## config.mk

```make
export PLATFORM = sky130hd
export DESIGN_NAME = frame_time_boost_governor
export DESIGN_NICKNAME = d
export VERILOG_FILES = /design/src/sv/ftbg_pkg.sv /design/src/sv/ftbg_calc.sv /design/src/sv/frame_time_boost_governor.sv
export SDC_FILE = /design/constraint.sdc
export NUM_CORES = 2
export LEC_CHECK = 0
export BUFFER_PORTS_ARGS = -buffer_cell sky130_fd_sc_hd__buf_2
export CORE_MARGIN = 2
export CORE_UTILIZATION = 50
export CTS_CLUSTER_SIZE = 28
export DETAILED_ROUTE_END_ITERATION = 10
export HOLD_SLACK_MARGIN = 0.1
export MAX_ROUTING_LAYER = met4
export PLACE_DENSITY = 0.66
export SYNTH_ARGS = -nofsm -noshare
export SYNTH_HDL_FRONTEND = slang
export SYNTH_SLANG_ARGS = --single-unit
```

## constraint.sdc

```tcl
create_clock -name i_clk -period 18.84 [get_ports i_clk]
set_input_delay 0.942 -clock i_clk [delete_from_list [all_inputs] [get_ports i_clk]]
set_output_delay 0.942 -clock i_clk [all_outputs]
set_load 0.01 [all_outputs]
```

## src/sv/ftbg_pkg.sv

```systemverilog
`default_nettype none

package ftbg_pkg;

    localparam int unsigned TGT_W   = 30;
    localparam int unsigned ACT_W   = 32;
    localparam int unsigned THR_W   = TGT_W + 1;
    localparam int unsigned MULT_W  = 7;
    localparam int unsigned QUO_W   = 24;
    localparam int unsigned REM_W   = 7;
    localparam int unsigned HI_W    = QUO_W + MULT_W;
    localparam int unsigned LO_W    = REM_W + MULT_W;
    localparam int unsigned JOB_W   = 3;

    // x / 100 for x below 2^30: (x * RECIP_100) >> RCP_SH
    localparam int unsigned RCP_W       = 31;
    localparam int unsigned RCP_PROD_W  = TGT_W + RCP_W;
    localparam int unsigned RCP_SH      = 37;
    // y / 100 for y below 2^14: (y * RECIP_100_LO) >> RCP_LO_SH
    localparam int unsigned RCP_LO_W    = 15;
    localparam int unsigned FRAC_PROD_W = LO_W + RCP_LO_W;
    localparam int unsigned RCP_LO_SH   = 21;

    localparam logic [TGT_W-1:0] RESET_TARGET_NS = TGT_W'(16666667);
    localparam logic [TGT_W-1:0] FLOOR_NS        = TGT_W'(8000000);
    localparam logic [6:0]       RECOVERY_LEN    = 7'd120;
    localparam logic [1:0]       MISS_LIMIT      = 2'd3;
    localparam logic [1:0]       BOOST_MAX       = 2'd3;
    localparam logic [REM_W:0]   DIVISOR         = 8'd100;
    localparam logic [RCP_W-1:0]    RECIP_100    = 31'd1374389535;
    localparam logic [RCP_LO_W-1:0] RECIP_100_LO = 15'd20972;

    localparam logic [JOB_W-1:0] JOB_MISS  = 3'd0;
    localparam logic [JOB_W-1:0] JOB_COMFY = 3'd1;
    localparam logic [JOB_W-1:0] JOB_EFF1  = 3'd2;
    localparam logic [JOB_W-1:0] JOB_EFF2  = 3'd3;
    localparam logic [JOB_W-1:0] JOB_EFF3  = 3'd4;

    localparam longint unsigned RST_T  = 64'd16666667;
    localparam longint unsigned RST_FL = 64'd8000000;
    localparam longint unsigned RST_Q1 = RST_T * 92 / 100;
    localparam longint unsigned RST_Q2 = RST_T * 85 / 100;
    localparam longint unsigned RST_Q3 = RST_T * 78 / 100;
    localparam logic [TGT_W-1:0] RST_EFF0 = TGT_W'((RST_T  < RST_FL) ? RST_FL : RST_T);
    localparam logic [TGT_W-1:0] RST_EFF1 = TGT_W'((RST_Q1 < RST_FL) ? RST_FL : RST_Q1);
    localparam logic [TGT_W-1:0] RST_EFF2 = TGT_W'((RST_Q2 < RST_FL) ? RST_FL : RST_Q2);
    localparam logic [TGT_W-1:0] RST_EFF3 = TGT_W'((RST_Q3 < RST_FL) ? RST_FL : RST_Q3);

    typedef enum logic [2:0] {
        ST_IDLE,
        ST_LOAD,
        ST_REM,
        ST_PROD,
        ST_STORE,
        ST_FIN
    } t_state;

    typedef struct packed {
        logic [TGT_W-1:0]            req;
        logic [THR_W-1:0]            thr_miss;
        logic [THR_W-1:0]            thr_severe;
        logic [TGT_W-1:0]            thr_comfy;
        logic [3:0][TGT_W-1:0]       eff;
    } t_limits;

    typedef struct packed {
        logic busy;
        logic done;
    } t_calc_stat;

    localparam t_limits RESET_LIMITS = '{
        req:        RESET_TARGET_NS,
        thr_miss:   THR_W'(RST_T + RST_T / 20),
        thr_severe: THR_W'(RST_T + RST_T / 2),
        thr_comfy:  TGT_W'(RST_T * 9 / 10),
        eff:        {RST_EFF3, RST_EFF2, RST_EFF1, RST_EFF0}
    };

    function automatic logic [MULT_W-1:0] f_job_mult(input logic [JOB_W-1:0] job);
        logic [MULT_W-1:0] m;
        case (job)
            JOB_MISS:  m = 7'd5;
            JOB_COMFY: m = 7'd90;
            JOB_EFF1:  m = 7'd92;
            JOB_EFF2:  m = 7'd85;
            JOB_EFF3:  m = 7'd78;
            default:   m = 7'd0;
        endcase
        return m;
    endfunction

    function automatic logic [TGT_W-1:0] f_floor(input logic [TGT_W-1:0] v);
        return (v < FLOOR_NS) ? FLOOR_NS : v;
    endfunction

endpackage

`default_nettype wire

```

## src/sv/ftbg_calc.sv

```systemverilog
`default_nettype none

module ftbg_calc import ftbg_pkg::*; (
    input  logic             i_clk,
    input  logic             i_rst_n,
    input  logic             i_start,
    input  logic [TGT_W-1:0] i_req,
    output t_calc_stat       o_stat,
    output t_limits          o_lim
);

    t_state             r_state, n_state;
    t_limits            r_lim,   n_lim;
    logic [JOB_W-1:0]   r_job,   n_job;
    logic [QUO_W-1:0]   r_quo,   n_quo;
    logic [REM_W-1:0]   r_rem,   n_rem;
    logic [TGT_W-1:0]   r_hi,    n_hi;
    logic [LO_W-1:0]    r_lo,    n_lo;

    logic [MULT_W-1:0]      w_mult;
    logic [RCP_PROD_W-1:0]  w_recip;
    logic [TGT_W-1:0]       w_qx100;
    logic [TGT_W-1:0]       w_rem_full;
    logic [HI_W-1:0]        w_hi;
    logic [LO_W-1:0]        w_lo;
    logic [FRAC_PROD_W-1:0] w_frac_prod;
    logic [REM_W-1:0]       w_frac;
    logic [TGT_W-1:0]       w_sum;

    always_ff @(posedge i_clk) begin
        if (!i_rst_n) begin
            r_state <= ST_IDLE;
            r_lim   <= RESET_LIMITS;
            r_job   <= JOB_MISS;
        end else begin
            r_state <= n_state;
            r_lim   <= n_lim;
            r_job   <= n_job;
        end
    end

    always_ff @(posedge i_clk) begin
        r_quo <= n_quo;
        r_rem <= n_rem;
        r_hi  <= n_hi;
        r_lo  <= n_lo;
    end

    // req = 100 q + r, quotient by reciprocal multiply
    assign w_recip    = RCP_PROD_W'(r_lim.req) * RCP_PROD_W'(RECIP_100);
    assign w_qx100    = TGT_W'(r_quo) * TGT_W'(DIVISOR);
    assign w_rem_full = r_lim.req - w_qx100;

    // req * m / 100 = q * m + (r * m) / 100
    assign w_mult      = f_job_mult(r_job);
    assign w_hi        = HI_W'(r_quo) * HI_W'(w_mult);
    assign w_lo        = LO_W'(r_rem) * LO_W'(w_mult);
    assign w_frac_prod = FRAC_PROD_W'(r_lo) * FRAC_PROD_W'(RECIP_100_LO);
    assign w_frac      = w_frac_prod[RCP_LO_SH +: REM_W];
    assign w_sum       = r_hi + TGT_W'(w_frac);

    always_comb begin
        n_state = r_state;
        n_lim   = r_lim;
        n_job   = r_job;
        n_quo   = r_quo;
        n_rem   = r_rem;
        n_hi    = r_hi;
        n_lo    = r_lo;
        o_stat.busy = (r_state != ST_IDLE);
        o_stat.done = 1'b0;
        case (r_state)
            ST_IDLE: begin
                if (i_start) begin
                    n_lim.req        = i_req;
                    n_lim.thr_severe = {1'b0, i_req} + {2'b00, i_req[TGT_W-1:1]};
                    n_lim.eff[0]     = f_floor(i_req);
                    n_job            = JOB_MISS;
                    n_state          = ST_LOAD;
                end
            end
            ST_LOAD: begin
                n_quo   = w_recip[RCP_SH +: QUO_W];
                n_state = ST_REM;
            end
            ST_REM: begin
                n_rem   = w_rem_full[REM_W-1:0];
                n_state = ST_PROD;
            end
            ST_PROD: begin
                n_hi    = w_hi[TGT_W-1:0];
                n_lo    = w_lo;
                n_state = ST_STORE;
            end
            ST_STORE: begin
                case (r_job)
                    JOB_MISS:  n_lim.thr_miss  = {1'b0, r_lim.req} + {1'b0, w_sum};
                    JOB_COMFY: n_lim.thr_comfy = w_sum;
                    JOB_EFF1:  n_lim.eff[1]    = f_floor(w_sum);
                    JOB_EFF2:  n_lim.eff[2]    = f_floor(w_sum);
                    JOB_EFF3:  n_lim.eff[3]    = f_floor(w_sum);
                    default:   n_lim = r_lim;
                endcase
                if (r_job == JOB_EFF3) begin
                    n_state = ST_FIN;
                end else begin
                    n_job   = r_job + 1'b1;
                    n_state = ST_PROD;
                end
            end
            ST_FIN: begin
                o_stat.done = 1'b1;
                n_state     = ST_IDLE;
            end
            default: begin
                n_state = ST_IDLE;
            end
        endcase
    end

    assign o_lim = r_lim;

endmodule

`default_nettype wire

```

## src/sv/frame_time_boost_governor.sv

```systemverilog
// a frame beat is held in an input register and its result beat in an output register
// throughput: one frame beat per cycle, stalls on output backpressure and while targets are rebuilt
// a target write that changes the target holds off input while
// the reciprocal divide-by-100 unit rebuilds five thresholds and targets
// reset: synchronous active-low, target 16666667 ns, boost and counters cleared
`default_nettype none

module frame_time_boost_governor import ftbg_pkg::*; (
    input  logic             i_clk,
    input  logic             i_rst_n,
    input  logic             i_cfg_valid,
    output logic             o_cfg_ready,
    input  logic [TGT_W-1:0] i_requested_target_ns,
    input  logic             i_valid,
    output logic             o_ready,
    input  logic [ACT_W-1:0] i_actual_ns,
    output logic             o_valid,
    input  logic             i_ready,
    output logic [TGT_W-1:0] o_effective_target_ns,
    output logic [1:0]       o_boost_out,
    output logic [ACT_W-1:0] o_clamped_actual_ns,
    output logic             o_target_changed
);

    t_limits          w_lim;
    t_calc_stat       w_stat;
    logic             w_start;

    logic             r_in_vld;
    logic [ACT_W-1:0] r_actual;
    logic             r_out_vld;
    logic [TGT_W-1:0] r_eff_out;
    logic [1:0]       r_boost_out;
    logic [ACT_W-1:0] r_clamp_out;
    logic             r_chg_out;

    logic [1:0]       r_boost, n_boost;
    logic [1:0]       r_miss,  n_miss;
    logic [6:0]       r_rec,   n_rec;
    logic [TGT_W-1:0] r_last_eff;

    logic             w_move;
    logic             w_in_fire;
    logic [ACT_W-1:0] w_ceil;
    logic [ACT_W-1:0] w_clamp;
    logic             w_missed;
    logic             w_severe;
    logic             w_comfy;
    logic [1:0]       w_miss_inc;
    logic [6:0]       w_rec_inc;
    logic [TGT_W-1:0] w_eff;

    assign o_cfg_ready = !w_stat.busy;
    assign w_start     = i_cfg_valid && o_cfg_ready && (i_requested_target_ns != '0)
                         && (i_requested_target_ns != w_lim.req);

    ftbg_calc u_calc (
        .i_clk   (i_clk),
        .i_rst_n (i_rst_n),
        .i_start (w_start),
        .i_req   (i_requested_target_ns),
        .o_stat  (w_stat),
        .o_lim   (w_lim)
    );

    assign w_move    = r_in_vld && (!r_out_vld || i_ready);
    assign o_ready   = !w_stat.busy && (!r_in_vld || w_move);
    assign w_in_fire = i_valid && o_ready;

    assign w_ceil     = {w_lim.req, 2'b00};
    assign w_clamp    = (r_actual < w_ceil) ? r_actual : w_ceil;
    assign w_missed   = w_clamp > {1'b0, w_lim.thr_miss};
    assign w_severe   = w_clamp > {1'b0, w_lim.thr_severe};
    assign w_comfy    = w_clamp < {2'b00, w_lim.thr_comfy};
    assign w_miss_inc = r_miss + 2'd1;
    assign w_rec_inc  = r_rec + 7'd1;

    always_comb begin
        n_boost = r_boost;
        n_miss  = r_miss;
        n_rec   = r_rec;
        if (w_missed) begin
            n_rec = '0;
            if (w_severe || (w_miss_inc >= MISS_LIMIT)) begin
                if (r_boost != BOOST_MAX) begin
                    n_boost = r_boost + 2'd1;
                end
                n_miss = '0;
            end else begin
                n_miss = w_miss_inc;
            end
        end else begin
            n_miss = '0;
            if (w_comfy && (r_boost != 2'd0)) begin
                if (w_rec_inc >= RECOVERY_LEN) begin
                    n_boost = r_boost - 2'd1;
                    n_rec   = '0;
                end else begin
                    n_rec = w_rec_inc;
                end
            end else begin
                n_rec = '0;
            end
        end
    end

    assign w_eff = w_lim.eff[n_boost];

    always_ff @(posedge i_clk) begin
        if (!i_rst_n) begin
            r_in_vld   <= 1'b0;
            r_out_vld  <= 1'b0;
            r_boost    <= '0;
            r_miss     <= '0;
            r_rec      <= '0;
            r_last_eff <= RESET_TARGET_NS;
        end else begin
            if (w_in_fire) begin
                r_in_vld <= 1'b1;
            end else if (w_move) begin
                r_in_vld <= 1'b0;
            end
            if (w_move) begin
                r_out_vld <= 1'b1;
            end else if (i_ready) begin
                r_out_vld <= 1'b0;
            end
            if (w_stat.done) begin
                r_last_eff <= w_lim.eff[r_boost];
            end else if (w_move && (r_actual != '0)) begin
                r_boost    <= n_boost;
                r_miss     <= n_miss;
                r_rec      <= n_rec;
                r_last_eff <= w_eff;
            end
        end
    end

    always_ff @(posedge i_clk) begin
        if (w_in_fire) begin
            r_actual <= i_actual_ns;
        end
        if (w_move) begin
            if (r_actual == '0) begin
                r_eff_out   <= r_last_eff;
                r_boost_out <= r_boost;
                r_clamp_out <= '0;
                r_chg_out   <= 1'b0;
            end else begin
                r_eff_out   <= w_eff;
                r_boost_out <= n_boost;
                r_clamp_out <= w_clamp;
                r_chg_out   <= (w_eff != r_last_eff);
            end
        end
    end

    assign o_valid               = r_out_vld;
    assign o_effective_target_ns = r_eff_out;
    assign o_boost_out           = r_boost_out;
    assign o_clamped_actual_ns   = r_clamp_out;
    assign o_target_changed      = r_chg_out;

endmodule

`default_nettype wire

```

=== Word-level counts from Yosys, hierarchy flattened ===
Cells that the tools add are included.
W data, S select, Z words.

* Flip-flop bits (word level): 463
* Bits of input ports: 67

* Add/subtract/negate cells: 9
* $mul: 5
* Order comparisons: 10
* Equal/unequal tests: 14
* Muxes and demuxes: 33
* Bitwise gates (word level): 1
* Reduce and logical (&&, ||, !) cells: 33

{| class="wikitable"
|+ Operator list
! kind !! number
|-
| $mux W30 || 7
|-
| $bmux W30 S2 || 2
|-
| $gt A32 B31 Y1 || 2
|-
| $mul A30 B31 Y61 const B || 1
|-
| $lt A30 B23 Y1 const B || 2
|-
| $ne A30 B30 Y1 || 2
|-
| $pmux W7 S5 || 1
|-
| $logic_not A32 Y1 || 1
|-
| $lt A32 B30 Y1 || 1
|-
| $lt A32 B32 Y1 || 1
|-
| $mux W32 || 1
|-
| $reduce_bool A32 Y1 || 1
|-
| $add A30 B29 Y31 || 1
|-
| $add A30 B30 Y31 || 1
|-
| $add A30 B7 Y30 || 1
|-
| $mul A24 B7 Y30 || 1
|-
| $reduce_bool A30 Y1 || 1
|-
| $mul A14 B13 Y26 const B || 1
|-
| $mul A24 B5 Y5 const B || 1
|-
| $mux W7 || 3
|-
| $mux W2 || 8
|-
| $pmux W3 S5 || 1
|-
| $mul A7 B7 Y14 || 1
|-
| $reduce_and A2 Y1 || 7
|-
| other kinds (24) || 56
|}

=== Depth between registers and ports, before layout ===
* Depth after elaboration: 10
* Gate-level depth with buffers: 49

=== Modules after synthesis ===
From an unflattened synthesis, not the netlist that was laid out.

* Cells, all modules: 5440
* Area total of the unflattened synthesis: 50538.5 um^2

{| class="wikitable"
|+ By module, submodules not included
! module !! times used !! cells an instance !! area an instance (um^2) !! sequential area each (um^2)
|-
| ftbg_calc || 1 || 4085 || 38356.8 || 7216.9
|-
| frame_time_boost_governor || 1 || 1355 || 12181.7 || 3773.6
|}

=== Worst setup path after synthesis ===
Ideal clock, no wire load.

* Path kind: reg2reg
* From: reg u_calc.r_lo[4]
* To: reg u_calc.r_lim (netlist bit u_calc.o_lim[210])
* Library setup time: 118 ps
* Arrival: 8802 ps
* Data required time: 18722 ps
* Path slack: 9920 ps
* Cell stages (with the launch flop): 47
* Period minus slack after synthesis: 8920 ps
* Cells stage by stage: edfxtp_1 -> ha_1 -> inv_1 -> fa_1 -> inv_1 -> ha_1 -> ha_1 -> inv_1 -> fa_1 -> inv_1 -> ha_1 -> and3_1 -> a31o_2 -> a21o_1 -> a21o_1 -> a21o_1 -> a21o_1 -> a21o_1 -> (+11 left out) -> or2_2 -> and3_1 -> nand2_1 -> xor2_1 -> inv_1 -> ha_1 -> a21o_1 -> a311oi_1 -> o21ai_1 -> a31oi_1 -> a21oi_1 -> a211o_1 -> a21o_1 -> a21oi_1 -> o21ai_1 -> a31oi_1 -> xor2_1 -> o21ai_1

* Word-level cells in the longest chain between the ends: 3

{| class="wikitable"
|+ Ends and longest elaborated chain
! item !! line !! text
|-
| start: declaration || ftbg_calc.sv:18 || <nowiki>logic [LO_W-1:0] r_lo, n_lo;</nowiki>
|-
| start signal: assignment || ftbg_calc.sv:46 || <nowiki>r_lo <= n_lo;</nowiki>
|-
| $mul A14 B13 Y26 || ftbg_calc.sv:58 || <nowiki>assign w_frac_prod = FRAC_PROD_W'(r_lo) * FRAC_PROD_W'(RECIP_100_LO);</nowiki>
|-
| $add A30 B7 Y30 || ftbg_calc.sv:60 || <nowiki>assign w_sum = r_hi + TGT_W'(w_frac);</nowiki>
|-
| net u_calc.w_sum[10] || ftbg_calc.sv:28 || <nowiki>logic [TGT_W-1:0] w_sum;</nowiki>
|-
| $add A30 B30 Y31 || ftbg_calc.sv:97 || <nowiki>JOB_MISS: n_lim.thr_miss = {1'b0, r_lim.req} + {1'b0, w_sum};</nowiki>
|-
| end signal: assignment || ftbg_calc.sv:37 || <nowiki>r_lim <= n_lim;</nowiki>
|-
| end: declaration || ftbg_calc.sv:13 || <nowiki>t_limits r_lim, n_lim;</nowiki>
|}

The timed path passes the listed nets, and every way through them passes these cells.
A chain may end at the register's enable or synchronous reset.

=== Worst setup path after layout ===
* From: reg u_calc.r_lo[2]
* To: reg u_calc.r_lim (netlist bit u_calc.o_lim[210])

The elaborated chain is that of the path after synthesis.

==> impl_metrics.csv <==
group,metric,value,unit
global_routing,grt_first_pass_wirelength,217000,um
logic_synthesis,synthAdderAreaFrac,0.403,
worst_setup_path,rr_worst_depth,48,
global_routing,grt_pass1_vias,36300,
place,hpwl,113000,um
worst_setup_path,critPathMostFrequentCell,"a21o_1",
logic_synthesis,syn-num-nets,6393,
clock_tree,worst_skew_pair.late_latency,660,ps
worst_setup_path,crit_family,"compound AO/OA/AOI/OAI gates",
worst_setup_path,r2r_slack,8600,ps
worst_setup_path,timing.rr.start,"u_calc.r_lo[2]",
worst_hold_path,hp-start,"u_calc.o_lim[202]",
clock_tree,cts.clk_slew.worst_paths,60,ps
worst_setup_path,worstPathRequired,19390,ps
detailed_routing,wirelength,141000,um
final_layout,nets,6513,
global_routing,grtUsageTotal,0.295,
timing,rsz0062_at_grt,"false",
logic_synthesis,synth-edff-count,172,
clock_tree,cts_tree,"built",
timing,skew,51.1,ps
clock_tree,cts_post_setup_buffers_inserted,0,
logic_synthesis,async_flop_share,0,
worst_setup_path,crit_fanout,5,
logic_synthesis,synth_top_family_by_area,"adder cells",
die,dieWidth,316,um
clock_tree,clk_path_buf_depth,3,
clock_tree,cts_buffers,53,
timing,timing.hold.ws,457,ps
logic_synthesis,ys_warn_count,0,
detailed_routing,vias_per_cell,5.63,
timing,worstMarginPinSlew,1520,ps
clock_tree,cts.hold.buffers_added,0,
worst_setup_path,cpPeakStageDelay,480,ps
logic_synthesis,synth_xor_area_frac,0.0374,
detailed_routing,drcViolationCount,0,
logic_synthesis,yosys-top-cells-area,"fa_1, ha_1, dfxtp_1, edfxtp_1, inv_1",
worst_hold_path,min_path_cells,2,
logic_synthesis,synth_seq_area_share,0.226,
worst_setup_path,start_kind,"flip-flop",
die,core_area,96600,um^2
detailed_routing,postRouteAntennaNets,0,
detailed_routing,drtIter0Drc,3084,
logic_synthesis,synthMuxAreaShare,0.0356,
die,dieArea,99900,um^2
timing,period_needed,10240,ps
logic_synthesis,avgSynthCellArea,9.63,um^2
worst_setup_path,r2r-end,"u_calc.o_lim[210]",
final_layout,area_growth,8.62,%
worst_setup_path,worst_setup_path_end_kind,"flip-flop",
timing,fmax,97.7,MHz
worst_hold_path,holdCritPathClass,"flip-flop to flip-flop",
die,rows,114,
timing,hold_viol,0,
die,initial_core_util,0.504,
clock_tree,clock-sinks,463,
logic_synthesis,syn_area,48700,um^2
clock_tree,clockRootBuffer,"clkbuf_16",
worst_setup_path,worstSetupPathType,"flip-flop to flip-flop",
logic_synthesis,ys_ff_latch,463,
worst_hold_path,min_to,"u_calc.o_lim[202]",
worst_setup_path,cp-startpoint,"u_calc.r_lo[2]",
logic_synthesis,synth_compound_area_frac,0.105,
global_routing,grt_overflow_total,0,
timing,fin_crit_sh,0.544,
final_layout,fillCellCount,8636,
final_layout,drive_above_1_share,0.0833,
status,status,"finished, violations left",
detailed_routing,dr.pass1.iters,6,
logic_synthesis,synth_cell_type_count,74,
place,place.gp.congestion,1.01,
global_routing,grt_start_max_net_pins,125,
clock_tree,cts_resized,0,
logic_synthesis,netlist.area_leader.share,0.206,
worst_setup_path,cp.arrival,10790,ps
timing,drv_slew,5,
die,pin_count,135,
global_routing,antenna_found_initial,4,
timing,setup_tns,0,ps
status,violations,"max-capacitance violations, max-slew violations",
logic_synthesis,ys.flop_type,"dfxtp_1",
logic_synthesis,syn-instance-count,5056,
job,drv_cap,2,
worst_setup_path,crit_buf_inv,5,
logic_synthesis,synth_top_area_cell,"fa_1",
detailed_routing,via_count,36600,
clock_tree,cts_max_level,2,
detailed_routing,routedWlPerCell,21.7,um
timing,setup_viol,0,
timing,slew-limit-headroom,-0.0267,
place,port_buffers,134,
worst_setup_path,crit_slowest_cell,"fa_1",
die,die_h,316,um
logic_synthesis,synth_simple_gate_area_frac,0.108,
[layer usage]
layer / wire length, um / global-route usage
met1: 59500 / 0.391
met3: 9740 / 0.0387
met5: 0 / -
met2: 65400 / 0.462
met4: 6070 / 0.111
[sequential cells by signal, indices dropped and copies added (netlist names)]
signal                 cells
u_calc.o_lim             242
o_clamped_actual_ns       32
r_actual                  32
o_effective_target_ns     30
r_last_eff                30
u_calc.r_hi               30
u_calc.r_quo              24
u_calc.r_lo               14
r_rec                      7
u_calc.r_rem               7
u_calc.r_job               3
u_calc.r_state             3
o_boost_out                2
r_boost                    2
r_miss                     2
o_target_changed           1
o_valid                    1
r_in_vld                   1
[worst max path at each step]
stage                        endpoint  depth (start not counted)  slack, ps
global route        u_calc.o_lim[209]                         48       7810
detailed placement  u_calc.o_lim[210]                         48       8640
global placement    u_calc.o_lim[210]                         47       8750
finish              u_calc.o_lim[210]                         48       8600
floorplan           u_calc.o_lim[210]                         46       9920
CTS                 u_calc.o_lim[210]                         48       8610
[synthesized netlist by cell type (all sizes together) (8+ instances only)]
master   count
a21oi      217
dfxtp      291
nor2b       83
a21boi       9
or2         16
xor2        85
o211ai      82
nor4        19
a31oi       15
o2111ai      8
buf         23
o22ai        9
mux4        58
nand3b      10
mux2        31
mux2i        8
ha         770
a211o       11
nand2b      15
and3        27
and2        55
a311oi      20
a21o        68
a22oi       19
o21a        45
nor2       243
clkbuf     127
xnor2      123
o21bai      20
o311ai      11
edfxtp     172
o31a        17
nor3        54
a211oi      66
or3         31
o21ai      131
nand3       67
inv        945
nand2      469
fa         500
nand4       38
[metrics by stage]
stage	cell area, um^2	instances	util	setup slack, ps
6_report	52900	6498	0.548	8600
5_1_grt	52900	6497	0.548	7810
4_1_cts	52900	6496	0.548	8610
3_5_place_dp	51100	6397	0.529	8640
3_3_place_gp	51100	6397	0.529	8750
2_1_floorplan	48700	5056	-	9920
[kinds of logic (layout without fill, tap and decap cells)]
group	count (synthesis)	count (layout)
compound gates	778	778
xor+xnor	208	208
fa+ha+maj	1270	1270
buf+inv	1096	1260
flops	463	463
mux	97	97
other cells	0	2
simple gates	1144	1144
[final cells by class]
| cell class | count | area, um^2 | area share |
|---|---|---|---|
| diodes | 2 | 5.00 | 0.0000946 |
| flip-flops and latches | 463 | 11000 | 0.208 |
| repair buffers | 215 | 1280 | 0.0242 |
| clock inverters | 28 | 334 | 0.00631 |
| inverters | 946 | 3560 | 0.0672 |
| clock buffers | 71 | 1490 | 0.0281 |
| multi-input cells | 3497 | 33700 | 0.636 |
| well taps | 1276 | 1600 | 0.0302 |
[placed cells by master, fill, tap and decap left out, types with 81 or more instances in the layout]
master,count
edfxtp_1,172
buf_4,82
ha_1,770
fa_1,500
xor2_1,85
buf_2,133
o21ai_0,111
xnor2_1,123
nand2_1,469
inv_1,942
nor2b_1,81
nor2_1,240
o211ai_1,82
dfxtp_1,289
a21oi_1,217
[worst reg2reg max path, delay by kind of cell, from the launching register on]
| kind | cells | cell delay, ps |
|---|---|---|
| compound gates | 25 | 4780 |
| fa+ha+maj | 8 | 2880 |
| simple gates | 7 | 990 |
| xor+xnor | 3 | 720 |
| flops | 1 | 460 |
| buf+inv | 5 | 330 |
Power is left out: the tool's default activity adds up to more than one toggle a clock period on the data nets, which glitch-free logic cannot reach.
